[config.mk]
export PLATFORM = sky130hd
export DESIGN_NAME = polygon_perimeter_accumulator_top
export DESIGN_NICKNAME = d
export VERILOG_FILES = /design/src/hdl/ppa_pkg.sv /design/src/hdl/ppa_front.sv /design/src/hdl/ppa_queue.sv /design/src/hdl/ppa_back.sv /design/src/hdl/polygon_perimeter_accumulator_top.sv
export SDC_FILE = /design/constraint.sdc
export NUM_CORES = 2
export LEC_CHECK = 0
export BUFFER_PORTS_ARGS = -buffer_cell sky130_fd_sc_hd__buf_2
export CORE_ASPECT_RATIO = 1.5
export CORE_UTILIZATION = 45
export DETAILED_ROUTE_END_ITERATION = 7
export SLEW_MARGIN = 20
export SYNTH_ARGS = -nofsm -noshare
export SYNTH_HDL_FRONTEND = slang
export SYNTH_SLANG_ARGS = --single-unit
[constraint.sdc]
create_clock -name clk -period 7 [get_ports clk]
set_input_delay 0.35 -clock clk [delete_from_list [all_inputs] [get_ports clk]]
set_output_delay 0.35 -clock clk [all_outputs]
set_load 0.01 [all_outputs]
[src/hdl/ppa_pkg.sv]
// ----------------------------------------------------------------------------
// ppa_pkg
// shared types and constants of the polygon perimeter accumulator
// ----------------------------------------------------------------------------
package ppa_pkg;

    localparam int COORD_W   = 16;
    localparam int SUM_W     = 32;
    localparam int SQ_W      = 2 * COORD_W;
    // radicand holds the carry of the sum of squares, padded to an even width
    localparam int RAD_W     = 2 * COORD_W + 2;
    localparam int ROOT_W    = COORD_W + 1;
    localparam int REM_W     = ROOT_W + 3;
    localparam int ROOT_STEPS = RAD_W / 2;
    localparam int CNT_W     = $clog2(ROOT_STEPS);

    localparam logic [SUM_W-1:0] SUM_MAX = {SUM_W{1'b1}};

    typedef struct packed {
        logic signed [COORD_W-1:0] x_coord;
        logic signed [COORD_W-1:0] y_coord;
        logic                      last_vertex;
    } in_item_t;

    typedef struct packed {
        logic [SUM_W-1:0] perimeter;
        logic             saturated;
    } out_item_t;

    // one queued job per vertex
    typedef struct packed {
        logic               start;     // first vertex of a polygon, clear the sum
        logic               has_open;  // edge from the previous vertex
        logic               last;      // add closing edge and emit
        logic [COORD_W-1:0] dx_open;
        logic [COORD_W-1:0] dy_open;
        logic [COORD_W-1:0] dx_close;
        logic [COORD_W-1:0] dy_close;
    } job_t;

    function automatic logic [COORD_W-1:0] abs_diff(
        input logic signed [COORD_W-1:0] a,
        input logic signed [COORD_W-1:0] b
    );
        logic signed [COORD_W:0] d;
        logic signed [COORD_W:0] n;
        d = {a[COORD_W-1], a} - {b[COORD_W-1], b};
        n = -d;
        if (d[COORD_W])
        begin
            return n[COORD_W-1:0];
        end
        return d[COORD_W-1:0];
    endfunction

endpackage

[src/hdl/ppa_front.sv]
// ----------------------------------------------------------------------------
// ppa_front
// accepts vertices, tracks first and previous vertex, builds edge jobs
// ----------------------------------------------------------------------------
module ppa_front
    import ppa_pkg::*;
(
    input  logic     clk,
    input  logic     rst_n,
    input  logic     in_valid,
    output logic     in_stall,
    input  in_item_t in_data,
    input  logic     q_full,
    output logic     q_push,
    output job_t     q_job
);

    logic                      have_vertex_reg;
    logic                      have_vertex_next;
    logic signed [COORD_W-1:0] first_x_reg;
    logic signed [COORD_W-1:0] first_y_reg;
    logic signed [COORD_W-1:0] prev_x_reg;
    logic signed [COORD_W-1:0] prev_y_reg;
    logic signed [COORD_W-1:0] ref_x;
    logic signed [COORD_W-1:0] ref_y;

    assign in_stall = q_full;
    assign q_push   = in_valid && !q_full;

    // closing edge goes back to the first vertex, or to itself on a lone vertex
    assign ref_x = have_vertex_reg ? first_x_reg : in_data.x_coord;
    assign ref_y = have_vertex_reg ? first_y_reg : in_data.y_coord;

    always_comb
    begin
        q_job.start    = !have_vertex_reg;
        q_job.has_open = have_vertex_reg;
        q_job.last     = in_data.last_vertex;
        q_job.dx_open  = abs_diff(prev_x_reg, in_data.x_coord);
        q_job.dy_open  = abs_diff(prev_y_reg, in_data.y_coord);
        q_job.dx_close = abs_diff(in_data.x_coord, ref_x);
        q_job.dy_close = abs_diff(in_data.y_coord, ref_y);
        have_vertex_next = have_vertex_reg;
        if (q_push)
        begin
            have_vertex_next = !in_data.last_vertex;
        end
    end

    always_ff @(posedge clk or negedge rst_n)
    begin
        if (!rst_n)
        begin
            have_vertex_reg <= 1'b0;
        end
        else
        begin
            have_vertex_reg <= have_vertex_next;
        end
    end

    always_ff @(posedge clk)
    begin
        if (q_push)
        begin
            prev_x_reg <= in_data.x_coord;
            prev_y_reg <= in_data.y_coord;
            if (!have_vertex_reg)
            begin
                first_x_reg <= in_data.x_coord;
                first_y_reg <= in_data.y_coord;
            end
        end
    end

endmodule

[src/hdl/ppa_queue.sv]
// ----------------------------------------------------------------------------
// ppa_queue
// small job queue between front and back
// ----------------------------------------------------------------------------
module ppa_queue
    import ppa_pkg::*;
#(
    parameter int FIFO_DEPTH = 2
)
(
    input  logic clk,
    input  logic rst_n,
    input  logic push,
    input  job_t push_job,
    output logic full,
    input  logic pop,
    output job_t pop_job,
    output logic empty
);

    localparam int PTR_W = (FIFO_DEPTH > 1) ? $clog2(FIFO_DEPTH) : 1;
    localparam int CNT_QW = $clog2(FIFO_DEPTH + 1);
    localparam logic [PTR_W-1:0] PTR_LAST = PTR_W'(FIFO_DEPTH - 1);
    localparam logic [CNT_QW-1:0] CNT_FULL = CNT_QW'(FIFO_DEPTH);

    job_t              mem_reg [FIFO_DEPTH];
    logic [PTR_W-1:0]  wr_ptr_reg;
    logic [PTR_W-1:0]  wr_ptr_next;
    logic [PTR_W-1:0]  rd_ptr_reg;
    logic [PTR_W-1:0]  rd_ptr_next;
    logic [CNT_QW-1:0] count_reg;
    logic [CNT_QW-1:0] count_next;
    logic              do_push;
    logic              do_pop;

    assign full    = (count_reg == CNT_FULL);
    assign empty   = (count_reg == '0);
    assign do_push = push && !full;
    assign do_pop  = pop && !empty;
    assign pop_job = mem_reg[rd_ptr_reg];

    always_comb
    begin
        wr_ptr_next = wr_ptr_reg;
        rd_ptr_next = rd_ptr_reg;
        count_next  = count_reg;
        if (do_push)
        begin
            wr_ptr_next = (wr_ptr_reg == PTR_LAST) ? '0 : wr_ptr_reg + 1'b1;
        end
        if (do_pop)
        begin
            rd_ptr_next = (rd_ptr_reg == PTR_LAST) ? '0 : rd_ptr_reg + 1'b1;
        end
        if (do_push && !do_pop)
        begin
            count_next = count_reg + 1'b1;
        end
        else if (do_pop && !do_push)
        begin
            count_next = count_reg - 1'b1;
        end
    end

    always_ff @(posedge clk or negedge rst_n)
    begin
        if (!rst_n)
        begin
            wr_ptr_reg <= '0;
            rd_ptr_reg <= '0;
            count_reg  <= '0;
        end
        else
        begin
            wr_ptr_reg <= wr_ptr_next;
            rd_ptr_reg <= rd_ptr_next;
            count_reg  <= count_next;
        end
    end

    always_ff @(posedge clk)
    begin
        if (do_push)
        begin
            mem_reg[wr_ptr_reg] <= push_job;
        end
    end

    a_count_bound: assert property (@(posedge clk) disable iff (!rst_n)
        count_reg <= CNT_FULL)
        else $error("queue count beyond depth");

endmodule

[src/hdl/ppa_back.sv]
// ----------------------------------------------------------------------------
// ppa_back
// squares, bit-serial integer square root, saturating sum and result register
// ----------------------------------------------------------------------------
module ppa_back
    import ppa_pkg::*;
(
    input  logic      clk,
    input  logic      rst_n,
    input  logic      q_empty,
    input  job_t      q_job,
    output logic      q_pop,
    output logic      out_valid,
    input  logic      out_stall,
    output out_item_t out_data
);

    localparam logic [2:0] ST_IDLE = 3'd0;
    localparam logic [2:0] ST_SQ   = 3'd1;
    localparam logic [2:0] ST_LD   = 3'd2;
    localparam logic [2:0] ST_ROOT = 3'd3;
    localparam logic [2:0] ST_ACC  = 3'd4;
    localparam logic [2:0] ST_EMIT = 3'd5;

    localparam logic [CNT_W-1:0] CNT_TOP = CNT_W'(ROOT_STEPS - 1);

    logic [2:0]        state_reg;
    logic [2:0]        state_next;
    job_t              job_reg;
    logic              close_reg;
    logic              close_next;
    logic [SQ_W-1:0]   sx_reg;
    logic [SQ_W-1:0]   sy_reg;
    logic [RAD_W-1:0]  rad_reg;
    logic [REM_W-1:0]  rem_reg;
    logic [ROOT_W-1:0] root_reg;
    logic [CNT_W-1:0]  cnt_reg;
    logic [SUM_W-1:0]  sum_reg;
    logic [SUM_W-1:0]  sum_next;
    logic              ovf_reg;
    logic              ovf_next;
    logic              out_valid_reg;
    logic              out_valid_next;
    out_item_t         out_data_reg;

    logic [COORD_W-1:0] dx_sel;
    logic [COORD_W-1:0] dy_sel;
    logic [1:0]         pair;
    logic [REM_W-1:0]   rem_sh;
    logic [REM_W-1:0]   trial;
    logic               take;
    logic [SUM_W:0]     sum_ext;
    logic               emit_fire;

    assign dx_sel = close_reg ? job_reg.dx_close : job_reg.dx_open;
    assign dy_sel = close_reg ? job_reg.dy_close : job_reg.dy_open;

    // one root bit per cycle, radicand consumed two bits at a time from the top
    assign pair   = rad_reg[RAD_W-1 -: 2];
    assign rem_sh = {rem_reg[REM_W-3:0], pair};
    assign trial  = REM_W'({root_reg, 2'b01});
    assign take   = (rem_sh >= trial);

    assign sum_ext   = {1'b0, sum_reg} + (SUM_W + 1)'(root_reg);
    assign q_pop     = (state_reg == ST_IDLE) && !q_empty;
    assign emit_fire = (state_reg == ST_EMIT) && (!out_valid_reg || !out_stall);

    always_comb
    begin
        state_next     = state_reg;
        close_next     = close_reg;
        sum_next       = sum_reg;
        ovf_next       = ovf_reg;
        out_valid_next = out_valid_reg && out_stall;
        case (state_reg)
            ST_IDLE:
            begin
                if (q_pop)
                begin
                    if (q_job.start)
                    begin
                        sum_next = '0;
                        ovf_next = 1'b0;
                    end
                    close_next = !q_job.has_open;
                    if (q_job.has_open || q_job.last)
                    begin
                        state_next = ST_SQ;
                    end
                end
            end
            ST_SQ:
            begin
                state_next = ST_LD;
            end
            ST_LD:
            begin
                state_next = ST_ROOT;
            end
            ST_ROOT:
            begin
                if (cnt_reg == '0)
                begin
                    state_next = ST_ACC;
                end
            end
            ST_ACC:
            begin
                if (sum_ext >= (SUM_W + 1)'(SUM_MAX))
                begin
                    sum_next = SUM_MAX;
                    ovf_next = 1'b1;
                end
                else
                begin
                    sum_next = sum_ext[SUM_W-1:0];
                end
                if (job_reg.last && !close_reg)
                begin
                    close_next = 1'b1;
                    state_next = ST_SQ;
                end
                else if (job_reg.last)
                begin
                    state_next = ST_EMIT;
                end
                else
                begin
                    state_next = ST_IDLE;
                end
            end
            ST_EMIT:
            begin
                if (emit_fire)
                begin
                    out_valid_next = 1'b1;
                    sum_next       = '0;
                    ovf_next       = 1'b0;
                    state_next     = ST_IDLE;
                end
            end
            default:
            begin
                state_next = ST_IDLE;
            end
        endcase
    end

    always_ff @(posedge clk or negedge rst_n)
    begin
        if (!rst_n)
        begin
            state_reg     <= ST_IDLE;
            close_reg     <= 1'b0;
            sum_reg       <= '0;
            ovf_reg       <= 1'b0;
            out_valid_reg <= 1'b0;
        end
        else
        begin
            state_reg     <= state_next;
            close_reg     <= close_next;
            sum_reg       <= sum_next;
            ovf_reg       <= ovf_next;
            out_valid_reg <= out_valid_next;
        end
    end

    always_ff @(posedge clk)
    begin
        if (q_pop)
        begin
            job_reg <= q_job;
        end
        if (state_reg == ST_SQ)
        begin
            sx_reg <= SQ_W'(dx_sel) * SQ_W'(dx_sel);
            sy_reg <= SQ_W'(dy_sel) * SQ_W'(dy_sel);
        end
        if (state_reg == ST_LD)
        begin
            rad_reg  <= RAD_W'(sx_reg) + RAD_W'(sy_reg);
            rem_reg  <= '0;
            root_reg <= '0;
            cnt_reg  <= CNT_TOP;
        end
        if (state_reg == ST_ROOT)
        begin
            rad_reg  <= {rad_reg[RAD_W-3:0], 2'b00};
            rem_reg  <= take ? (rem_sh - trial) : rem_sh;
            root_reg <= {root_reg[ROOT_W-2:0], take};
            cnt_reg  <= cnt_reg - 1'b1;
        end
        if (emit_fire)
        begin
            out_data_reg.perimeter <= sum_reg;
            out_data_reg.saturated <= ovf_reg;
        end
    end

    assign out_valid = out_valid_reg;
    assign out_data  = out_data_reg;

    a_ovf_at_max: assert property (@(posedge clk) disable iff (!rst_n)
        ovf_reg |-> (sum_reg == SUM_MAX))
        else $error("overflow flag without saturated sum");

    a_root_done: assert property (@(posedge clk) disable iff (!rst_n)
        (state_reg == ST_ROOT) && (cnt_reg == '0) |=> (state_reg == ST_ACC))
        else $error("root iteration count lost");

    a_result_from_emit: assert property (@(posedge clk) disable iff (!rst_n)
        $rose(out_valid_reg) |-> ($past(state_reg) == ST_EMIT))
        else $error("result raised outside emit");

endmodule

[src/hdl/polygon_perimeter_accumulator_top.sv]
// ----------------------------------------------------------------------------
// polygon_perimeter_accumulator_top
// euclidean perimeter of closed polygons from a stream of q8.8 vertices
// ----------------------------------------------------------------------------
//
//  channel | direction | handshake         | payload
//  --------+-----------+-------------------+---------------------------------
//  in      | input     | in_valid/in_stall | in_item_t  x, y, last_vertex
//  out     | output    | out_valid/out_stall | out_item_t perimeter, saturated
//
//  a vertex is popped in the idle state; each edge then runs the squares, load,
//  17 root steps of the bit-serial square root, and the saturating add
//  a middle vertex adds its open edge, a last vertex both edges and then emits,
//  a lone vertex only its closing edge and then emits, a first vertex not last none
//  reset clears all control state, the job queue and the running sum
//  in_stall follows the job queue only; the front keeps taking vertices
//  while the back works or while a result waits on out_stall, as long as the queue has room
//
module polygon_perimeter_accumulator_top
    import ppa_pkg::*;
#(
    parameter int FIFO_DEPTH = 2
)
(
    input  logic      clk,
    input  logic      rst_n,
    input  logic      in_valid,
    output logic      in_stall,
    input  in_item_t  in_data,
    output logic      out_valid,
    input  logic      out_stall,
    output out_item_t out_data
);

    // front to queue
    logic q_push;
    logic q_full;
    job_t push_job;

    // queue to back
    logic q_pop;
    logic q_empty;
    job_t pop_job;

    // front: vertex bookkeeping and edge differences
    ppa_front u_front (
        .clk      (clk),
        .rst_n    (rst_n),
        .in_valid (in_valid),
        .in_stall (in_stall),
        .in_data  (in_data),
        .q_full   (q_full),
        .q_push   (q_push),
        .q_job    (push_job)
    );

    // decoupling queue, one job per vertex
    ppa_queue #(
        .FIFO_DEPTH (FIFO_DEPTH)
    ) u_queue (
        .clk      (clk),
        .rst_n    (rst_n),
        .push     (q_push),
        .push_job (push_job),
        .full     (q_full),
        .pop      (q_pop),
        .pop_job  (pop_job),
        .empty    (q_empty)
    );

    // back: edge lengths, running sum, result register
    ppa_back u_back (
        .clk       (clk),
        .rst_n     (rst_n),
        .q_empty   (q_empty),
        .q_job     (pop_job),
        .q_pop     (q_pop),
        .out_valid (out_valid),
        .out_stall (out_stall),
        .out_data  (out_data)
    );

endmodule
Word-level counts from Yosys, hierarchy flattened --
Memories as Yosys holds them, arrays and structs flattened. Index checks and enable logic that the tools add are counted. Widths: inputs -> output; s select.
Storage, ports and cells: bits of input ports 37, output and inout port bits 35, bits in writable memories 134, memories kept 1, flip-flop bits (word level) 343
Memories:
- u_queue.mem_reg | words 2, bits a word 67, rd ports 1, clocked after memory_dff 0, wr ports 1, RTL line ppa_queue.sv:26 | job_t mem_reg [FIFO_DEPTH];
Cells by class: eq/ne operators 13, add/subtract/negate cells 16, reduce and logical (&&, ||, !) cells 32, muxes and demuxes 53, multipliers 2, magnitude comparators 2
Operators with widths (count):
- $mux 16 | 12
- $mux 32 | 4
- $pmux 32 s3 | 1
- $mux 34 | 2
- $sub 16x16->17 | 4
- $mul 16x16->32 | 2
- $neg 16->16 | 4
- $mux 18 | 3
- $mux 17 | 2
- $add 32x17->33 | 1
- $add 32x32->33 | 1
- $ge 33x32->1 const B | 1
- $ge 20x19->1 | 1
- $mux 3 | 6
- $pmux 3 s6 | 1
- $sub 18x18->18 | 1
- $mux 1 | 16
- $logic_not 1->1 | 10
- $mux 5 | 2
- $ne 2x1->1 const B | 5
- $logic_and 1x1->1 | 9
- $reduce_and 4->1 | 2
- $eq 3x2->1 const B | 2
- $eq 3x3->1 const B | 2
- 18 further kinds | 24

Depth between registers and ports, before layout --
depth after elaboration 8, gate-level depth with buffers 30

Hierarchy --
A second synthesis with hierarchy kept.
Unflattened totals: cell total of the unflattened synthesis 3880, area total of the unflattened synthesis 40077.2 um^2
Modules (own cells, without submodules):
- ppa_back | cells an instance 2811, times used 1, area each 27825.4 um^2, seq. area each 7957.6 um^2
- ppa_front | cells an instance 841, times used 1, area each 7129.3 um^2, seq. area each 1946.9 um^2
- ppa_queue | cells an instance 228, times used 1, area each 5122.4 um^2, seq. area each 4124.0 um^2

Worst setup path before layout --
OpenSTA, ideal clock, no wires.
path kind reg-to-reg, from register u_back.close_reg, to register u_back.sy_reg[30] (data pin), clock period less this slack 7.631 ns, buffers on the path 4, path slack -0.631 ns, arrival time 7.373 ns, stages on the path, launching flop included 28, library setup time 0.258 ns, cells stage by stage dfrtp_1 -> clkbuf_1 -> clkbuf_1 -> buf_1 -> mux2i_1 -> inv_1 -> clkbuf_1 -> nand2_1 -> fa_1 -> inv_1 -> fa_1 -> fa_1 -> fa_1 -> fa_1 -> inv_1 -> fa_1 -> inv_1 -> ha_1 -> inv_1 -> o21ai_0 -> and2_1 -> o41a_1 -> a211oi_1 -> o21ai_0 -> o21ai_0 -> o2111ai_1 -> a21oi_1 -> xnor2_1
On the way: longest elaborated chain between the ends 2
Ends and longest elaborated chain:
- start, declared | RTL line ppa_back.sv:30 | logic close_reg;
- start signal, assigned | RTL line ppa_back.sv:162 | close_reg <= close_next;
- $mux 16 | RTL line ppa_back.sv:56 | assign dy_sel = close_reg ? job_reg.dy_close : job_reg.dy_open;
- $mul 16x16->32 | RTL line ppa_back.sv:178 | sy_reg <= SQ_W'(dy_sel) * SQ_W'(dy_sel);
- end signal, assigned | RTL line ppa_back.sv:178
- end, declared | RTL line ppa_back.sv:33 | logic [SQ_W-1:0] sy_reg;
Every way passes these cells. A chain may end at the register's enable or synchronous reset.

Worst setup path in the final report --
Same ends and word-level chain as after synthesis.

==> impl_results.html <==
<table>
<tr><th>Metric</th><th>Value</th></tr>
<tr><th colspan="2">Clock tree</th></tr>
<tr><td>Number of clock buffers inserted by TritonCTS</td><td>51</td></tr>
<tr><td>Clock tree buffer depth</td><td>3</td></tr>
<tr><td>Number of clock sinks</td><td>475</td></tr>
<tr><td>Clock-pin slew of the registers on the worst-case setup and hold paths</td><td>0.06 ns</td></tr>
<tr><td>CTS tree</td><td>yes</td></tr>
<tr><td>CTS HTree Levels</td><td>2</td></tr>
<tr><td>Source-to-sink clock delay at the later pin of the worst-skew pair</td><td>0.60 ns</td></tr>
<tr><td>Clock tree root buffer cell</td><td>clkbuf_16</td></tr>
<tr><th colspan="2">STA</th></tr>
<tr><td>Clock skew</td><td>0.0232 ns</td></tr>
<tr><td>Transition time at the pin with the least slew margin</td><td>1.09 ns</td></tr>
<tr><td>Max-slew violations</td><td>0</td></tr>
<tr><td>Worst relative slew slack</td><td>0.272</td></tr>
<tr><td>Time the worst path needs with I/O delays and setup</td><td>6.81 ns</td></tr>
<tr><td>Final Hold Vio Count</td><td>0</td></tr>
<tr><td>Final cycle utilization of the critical path</td><td>0.972</td></tr>
<tr><td>Final setup fails</td><td>0</td></tr>
<tr><td>RSZ-0062 raised after global routing</td><td>true</td></tr>
<tr><td>Fmax</td><td>147 MHz</td></tr>
<tr><td>Post-route setup TNS</td><td>0 ns</td></tr>
<tr><th colspan="2">Routing</th></tr>
<tr><td>Routed Wire Length</td><td>86700 um</td></tr>
<tr><td>Antenna-violating nets left</td><td>0</td></tr>
<tr><td>Initial DRC Count</td><td>1291</td></tr>
<tr><td>Via-to-Cell Ratio</td><td>5.18</td></tr>
<tr><td>Detailed Routing Iterations Pass 1</td><td>5</td></tr>
<tr><td>Post-route DRC</td><td>0</td></tr>
<tr><td>Routed wire length per instance</td><td>17.1 um</td></tr>
<tr><td>Vias after detailed routing</td><td>26300</td></tr>
<tr><th colspan="2">Logic synthesis</th></tr>
<tr><td>Mean instance size in the synthesized netlist</td><td>10.5 um^2</td></tr>
<tr><td>Synthesized-area fraction occupied by adder cells</td><td>0.275</td></tr>
<tr><td>Total of flip-flops plus latches after synthesis</td><td>475</td></tr>
<tr><td>Number of cells produced by synthesis</td><td>3721</td></tr>
<tr><td>Number of nets produced by synthesis</td><td>4416</td></tr>
<tr><td>Yosys cell types</td><td>95</td></tr>
<tr><td>Area of the mapped netlist</td><td>0.0389 mm^2</td></tr>
<tr><td>Leading register cell type out of synthesis</td><td>edfxtp_1</td></tr>
<tr><td>Multiplexer area fraction after synthesis</td><td>0.0362</td></tr>
<tr><td>Synth warnings</td><td>0</td></tr>
<tr><td>Complex-gate fraction of the synthesized area</td><td>0.0999</td></tr>
<tr><td>Number of synthesized flops with an enable pin</td><td>430</td></tr>
<tr><td>Synth Area in XOR/XNOR</td><td>0.0519</td></tr>
<tr><td>Dominant combinational cell family by area after synthesis</td><td>adder cells</td></tr>
<tr><td>Fraction of the mapped netlist area in simple logic gates</td><td>0.105</td></tr>
<tr><td>Share of async-settable or async-resettable flops after synthesis</td><td>0.0905</td></tr>
<tr><td>Register area share after synthesis</td><td>0.360</td></tr>
<tr><th colspan="2">Floorplanning</th></tr>
<tr><td>Placeable core region</td><td>0.0854 mm^2</td></tr>
<tr><td>Effective utilization at floorplan</td><td>0.456</td></tr>
<tr><td>Top Ports</td><td>72</td></tr>
<tr><td>Chip Width</td><td>242 um</td></tr>
<tr><td>Site row count</td><td>131</td></tr>
<tr><td>Die Y-Extent</td><td>362 um</td></tr>
<tr><td>Area enclosed by the die boundary</td><td>0.0878 mm^2</td></tr>
<tr><th colspan="2">Layout</th></tr>
<tr><td>Final cell area excluding filler cells</td><td>0.0437 mm^2</td></tr>
<tr><td>Commonest cells after routing, fill and taps aside</td><td>inv_1 (643), edfxtp_1 (430), fa_1 (329), ha_1 (327), nor2_1 (309)</td></tr>
<tr><td>Final antenna diode count</td><td>0</td></tr>
<tr><td>Largest register FFs</td><td>134</td></tr>
<tr><td>Most common cell after layout, fill and taps aside</td><td>inv_1</td></tr>
<tr><td>Share of final-layout standard cells stronger than drive strength 1</td><td>0.119</td></tr>
<tr><td>Net count, final</td><td>4596</td></tr>
<tr><td>Signed area change from the synthesized netlist to the final layout</td><td>12.3%</td></tr>
<tr><th colspan="2">Worst setup path</th></tr>
<tr><td>CP endpoint kind</td><td>register</td></tr>
<tr><td>Data required time of the critical path</td><td>7.33 ns</td></tr>
<tr><td>Type of element launching the critical path</td><td>register</td></tr>
<tr><td>WS Path Type</td><td>reg -&gt; reg</td></tr>
<tr><td>Highest fanout seen on the critical path</td><td>10</td></tr>
<tr><td>Worst endpoint data arrival time</td><td>7.14 ns</td></tr>
<tr><th colspan="2">Min path</th></tr>
<tr><td>Worst min-delay path category</td><td>in -&gt; reg</td></tr>
<tr><th colspan="2">Global routing</th></tr>
<tr><td>Global-route wire length before repair</td><td>141000 um</td></tr>
<tr><td>Total congestion overflow</td><td>0</td></tr>
<tr><td>All-layer global routing usage</td><td>0.201</td></tr>
<tr><td>Antenna violations before repair</td><td>0</td></tr>
<tr><td>Number of global-route vias before repair</td><td>27700</td></tr>
<tr><td>Largest net degree at the start of global routing</td><td>74</td></tr>
<tr><th colspan="2">Placement</th></tr>
<tr><td>HPWL after DPL</td><td>69600 um</td></tr>
<tr><td>Number of buffers added on ports</td><td>71</td></tr>
<tr><td>Last weighted congestion value of the routability-driven placer</td><td>0.927</td></tr>
<tr><td>Area after DPL</td><td>0.0413 mm^2</td></tr>
<tr><th colspan="2">Status</th></tr>
<tr><td>Run status</td><td>finished clean</td></tr>
<tr><th colspan="2">Flow run</th></tr>
<tr><td>Maximum Capacitance Violations</td><td>0</td></tr>
</table>
## per-stage QoR
step                utilization  worst slack [ns]  std cells  hold slack (ns)
finish                    0.512             0.194       5074           0.0300
detailed placement        0.483           -0.0599       4942            0.462
CTS                       0.507            0.0235       5067          0.00164
global placement          0.483            0.0271       4942            0.433
floorplan                     -            0.0324       3721           0.0544
global route              0.512           -0.0613       5074          0.00931
## repair_timing
item,CTS,global route
hold buffers,29,0
pin swaps,0,9
resized for setup,1,82
endpoints found under the setup margin,2,14
gates cloned,0,3
endpoints found under the hold margin,73,0
setup buffers,0,4
## critical path, stage by stage, from the launching register on
cell	delay (ns)
dfrtp_2	0.46
buf_12	0.16
clkbuf_16	0.16
buf_4	0.17
mux2_4	0.35
nand2_1	0.12
inv_1	0.07
fa_1	0.58
fa_1	0.46
fa_1	0.53
fa_1	0.44
fa_1	0.49
inv_1	0.05
fa_1	0.52
inv_1	0.04
ha_1	0.34
o21ai_1	0.15
nand2b_1	0.08
nor2b_1	0.15
and4_1	0.20
a211oi_2	0.34
o21ai_1	0.15
o21ai_2	0.10
o2111ai_1	0.14
a21oi_1	0.20
xnor2_1	0.09
## path summary, 6_finish.rpt
path / start / depth (start not counted) / slack, ns / end
hold reg to reg: u_back.rad_reg[0] / 2 / 0.47 / u_back.rad_reg[0]
min in group asynchronous: rst_n / 3 / 0.41 / u_back.sum_reg[20]
setup reg to reg: u_back.close_reg / 25 / 0.19 / u_back.sy_reg[30]
setup / recovery: u_back.close_reg / 25 / 0.19 / u_back.sy_reg[30]
max in group asynchronous: rst_n / 3 / 6.10 / u_queue.rd_ptr_reg
hold / removal: in_data[4] / 1 / 0.03 / u_front.prev_y_reg[3]
## per-layer routing
metal	wire (um)	track usage	share of wire	vias to the layer above
li1	-	-	-	12900
met1	33100	0.216	0.38	12800
met2	47100	0.390	0.54	432
met3	2100	0.0197	0.024	172
met4	4330	0.0936	0.050	0
met5	0	0	0	-
## final cells by class
cell class	instances	area, um^2
multi-input cells	2502	22500
inverters	660	2480
fillers	7698	41700
clock inverters	31	362
clock buffers	65	1380
flip-flops and latches	475	14000
repair buffers	211	1620
well taps	1130	1410
## synthesized netlist by cell type, types with 13 or more instances
cell type / number / area (um^2)
mux2_2: 87 / 980
nor2_1: 317 / 1190
nand2_1: 294 / 1100
mux2i_1: 43 / 430
nand2b_1: 23 / 144
and3_1: 19 / 119
fa_1: 329 / 6590
a211oi_1: 30 / 225
xor2_1: 79 / 692
edfxtp_1: 430 / 12900
clkbuf_1: 72 / 270
inv_1: 653 / 2450
a21boi_0: 33 / 248
o31ai_1: 15 / 113
a22o_1: 14 / 123
or2_2: 13 / 81.3
a21o_1: 59 / 443
o21a_1: 22 / 165
dfrtp_1: 43 / 1080
ha_1: 329 / 4120
o21bai_1: 16 / 120
o21ai_0: 93 / 465
nor3_1: 55 / 275
nor2b_1: 30 / 188
a21oi_1: 184 / 921
xnor2_1: 147 / 1290
a31oi_1: 24 / 150
nand3_1: 44 / 220
or3_1: 19 / 119
## kinds of logic after synthesis
group                      after synthesis
and+or+nand+nor                        898
AOI/OAI and AO/OA                      588
buffers and inverters                  744
xor gates and xnor gates               228
DFF                                    475
adders and majority gates              658
muxes                                  130
Power is not shown: default switching activity piles up to over one toggle a cycle in this logic, so the estimate is an artifact.
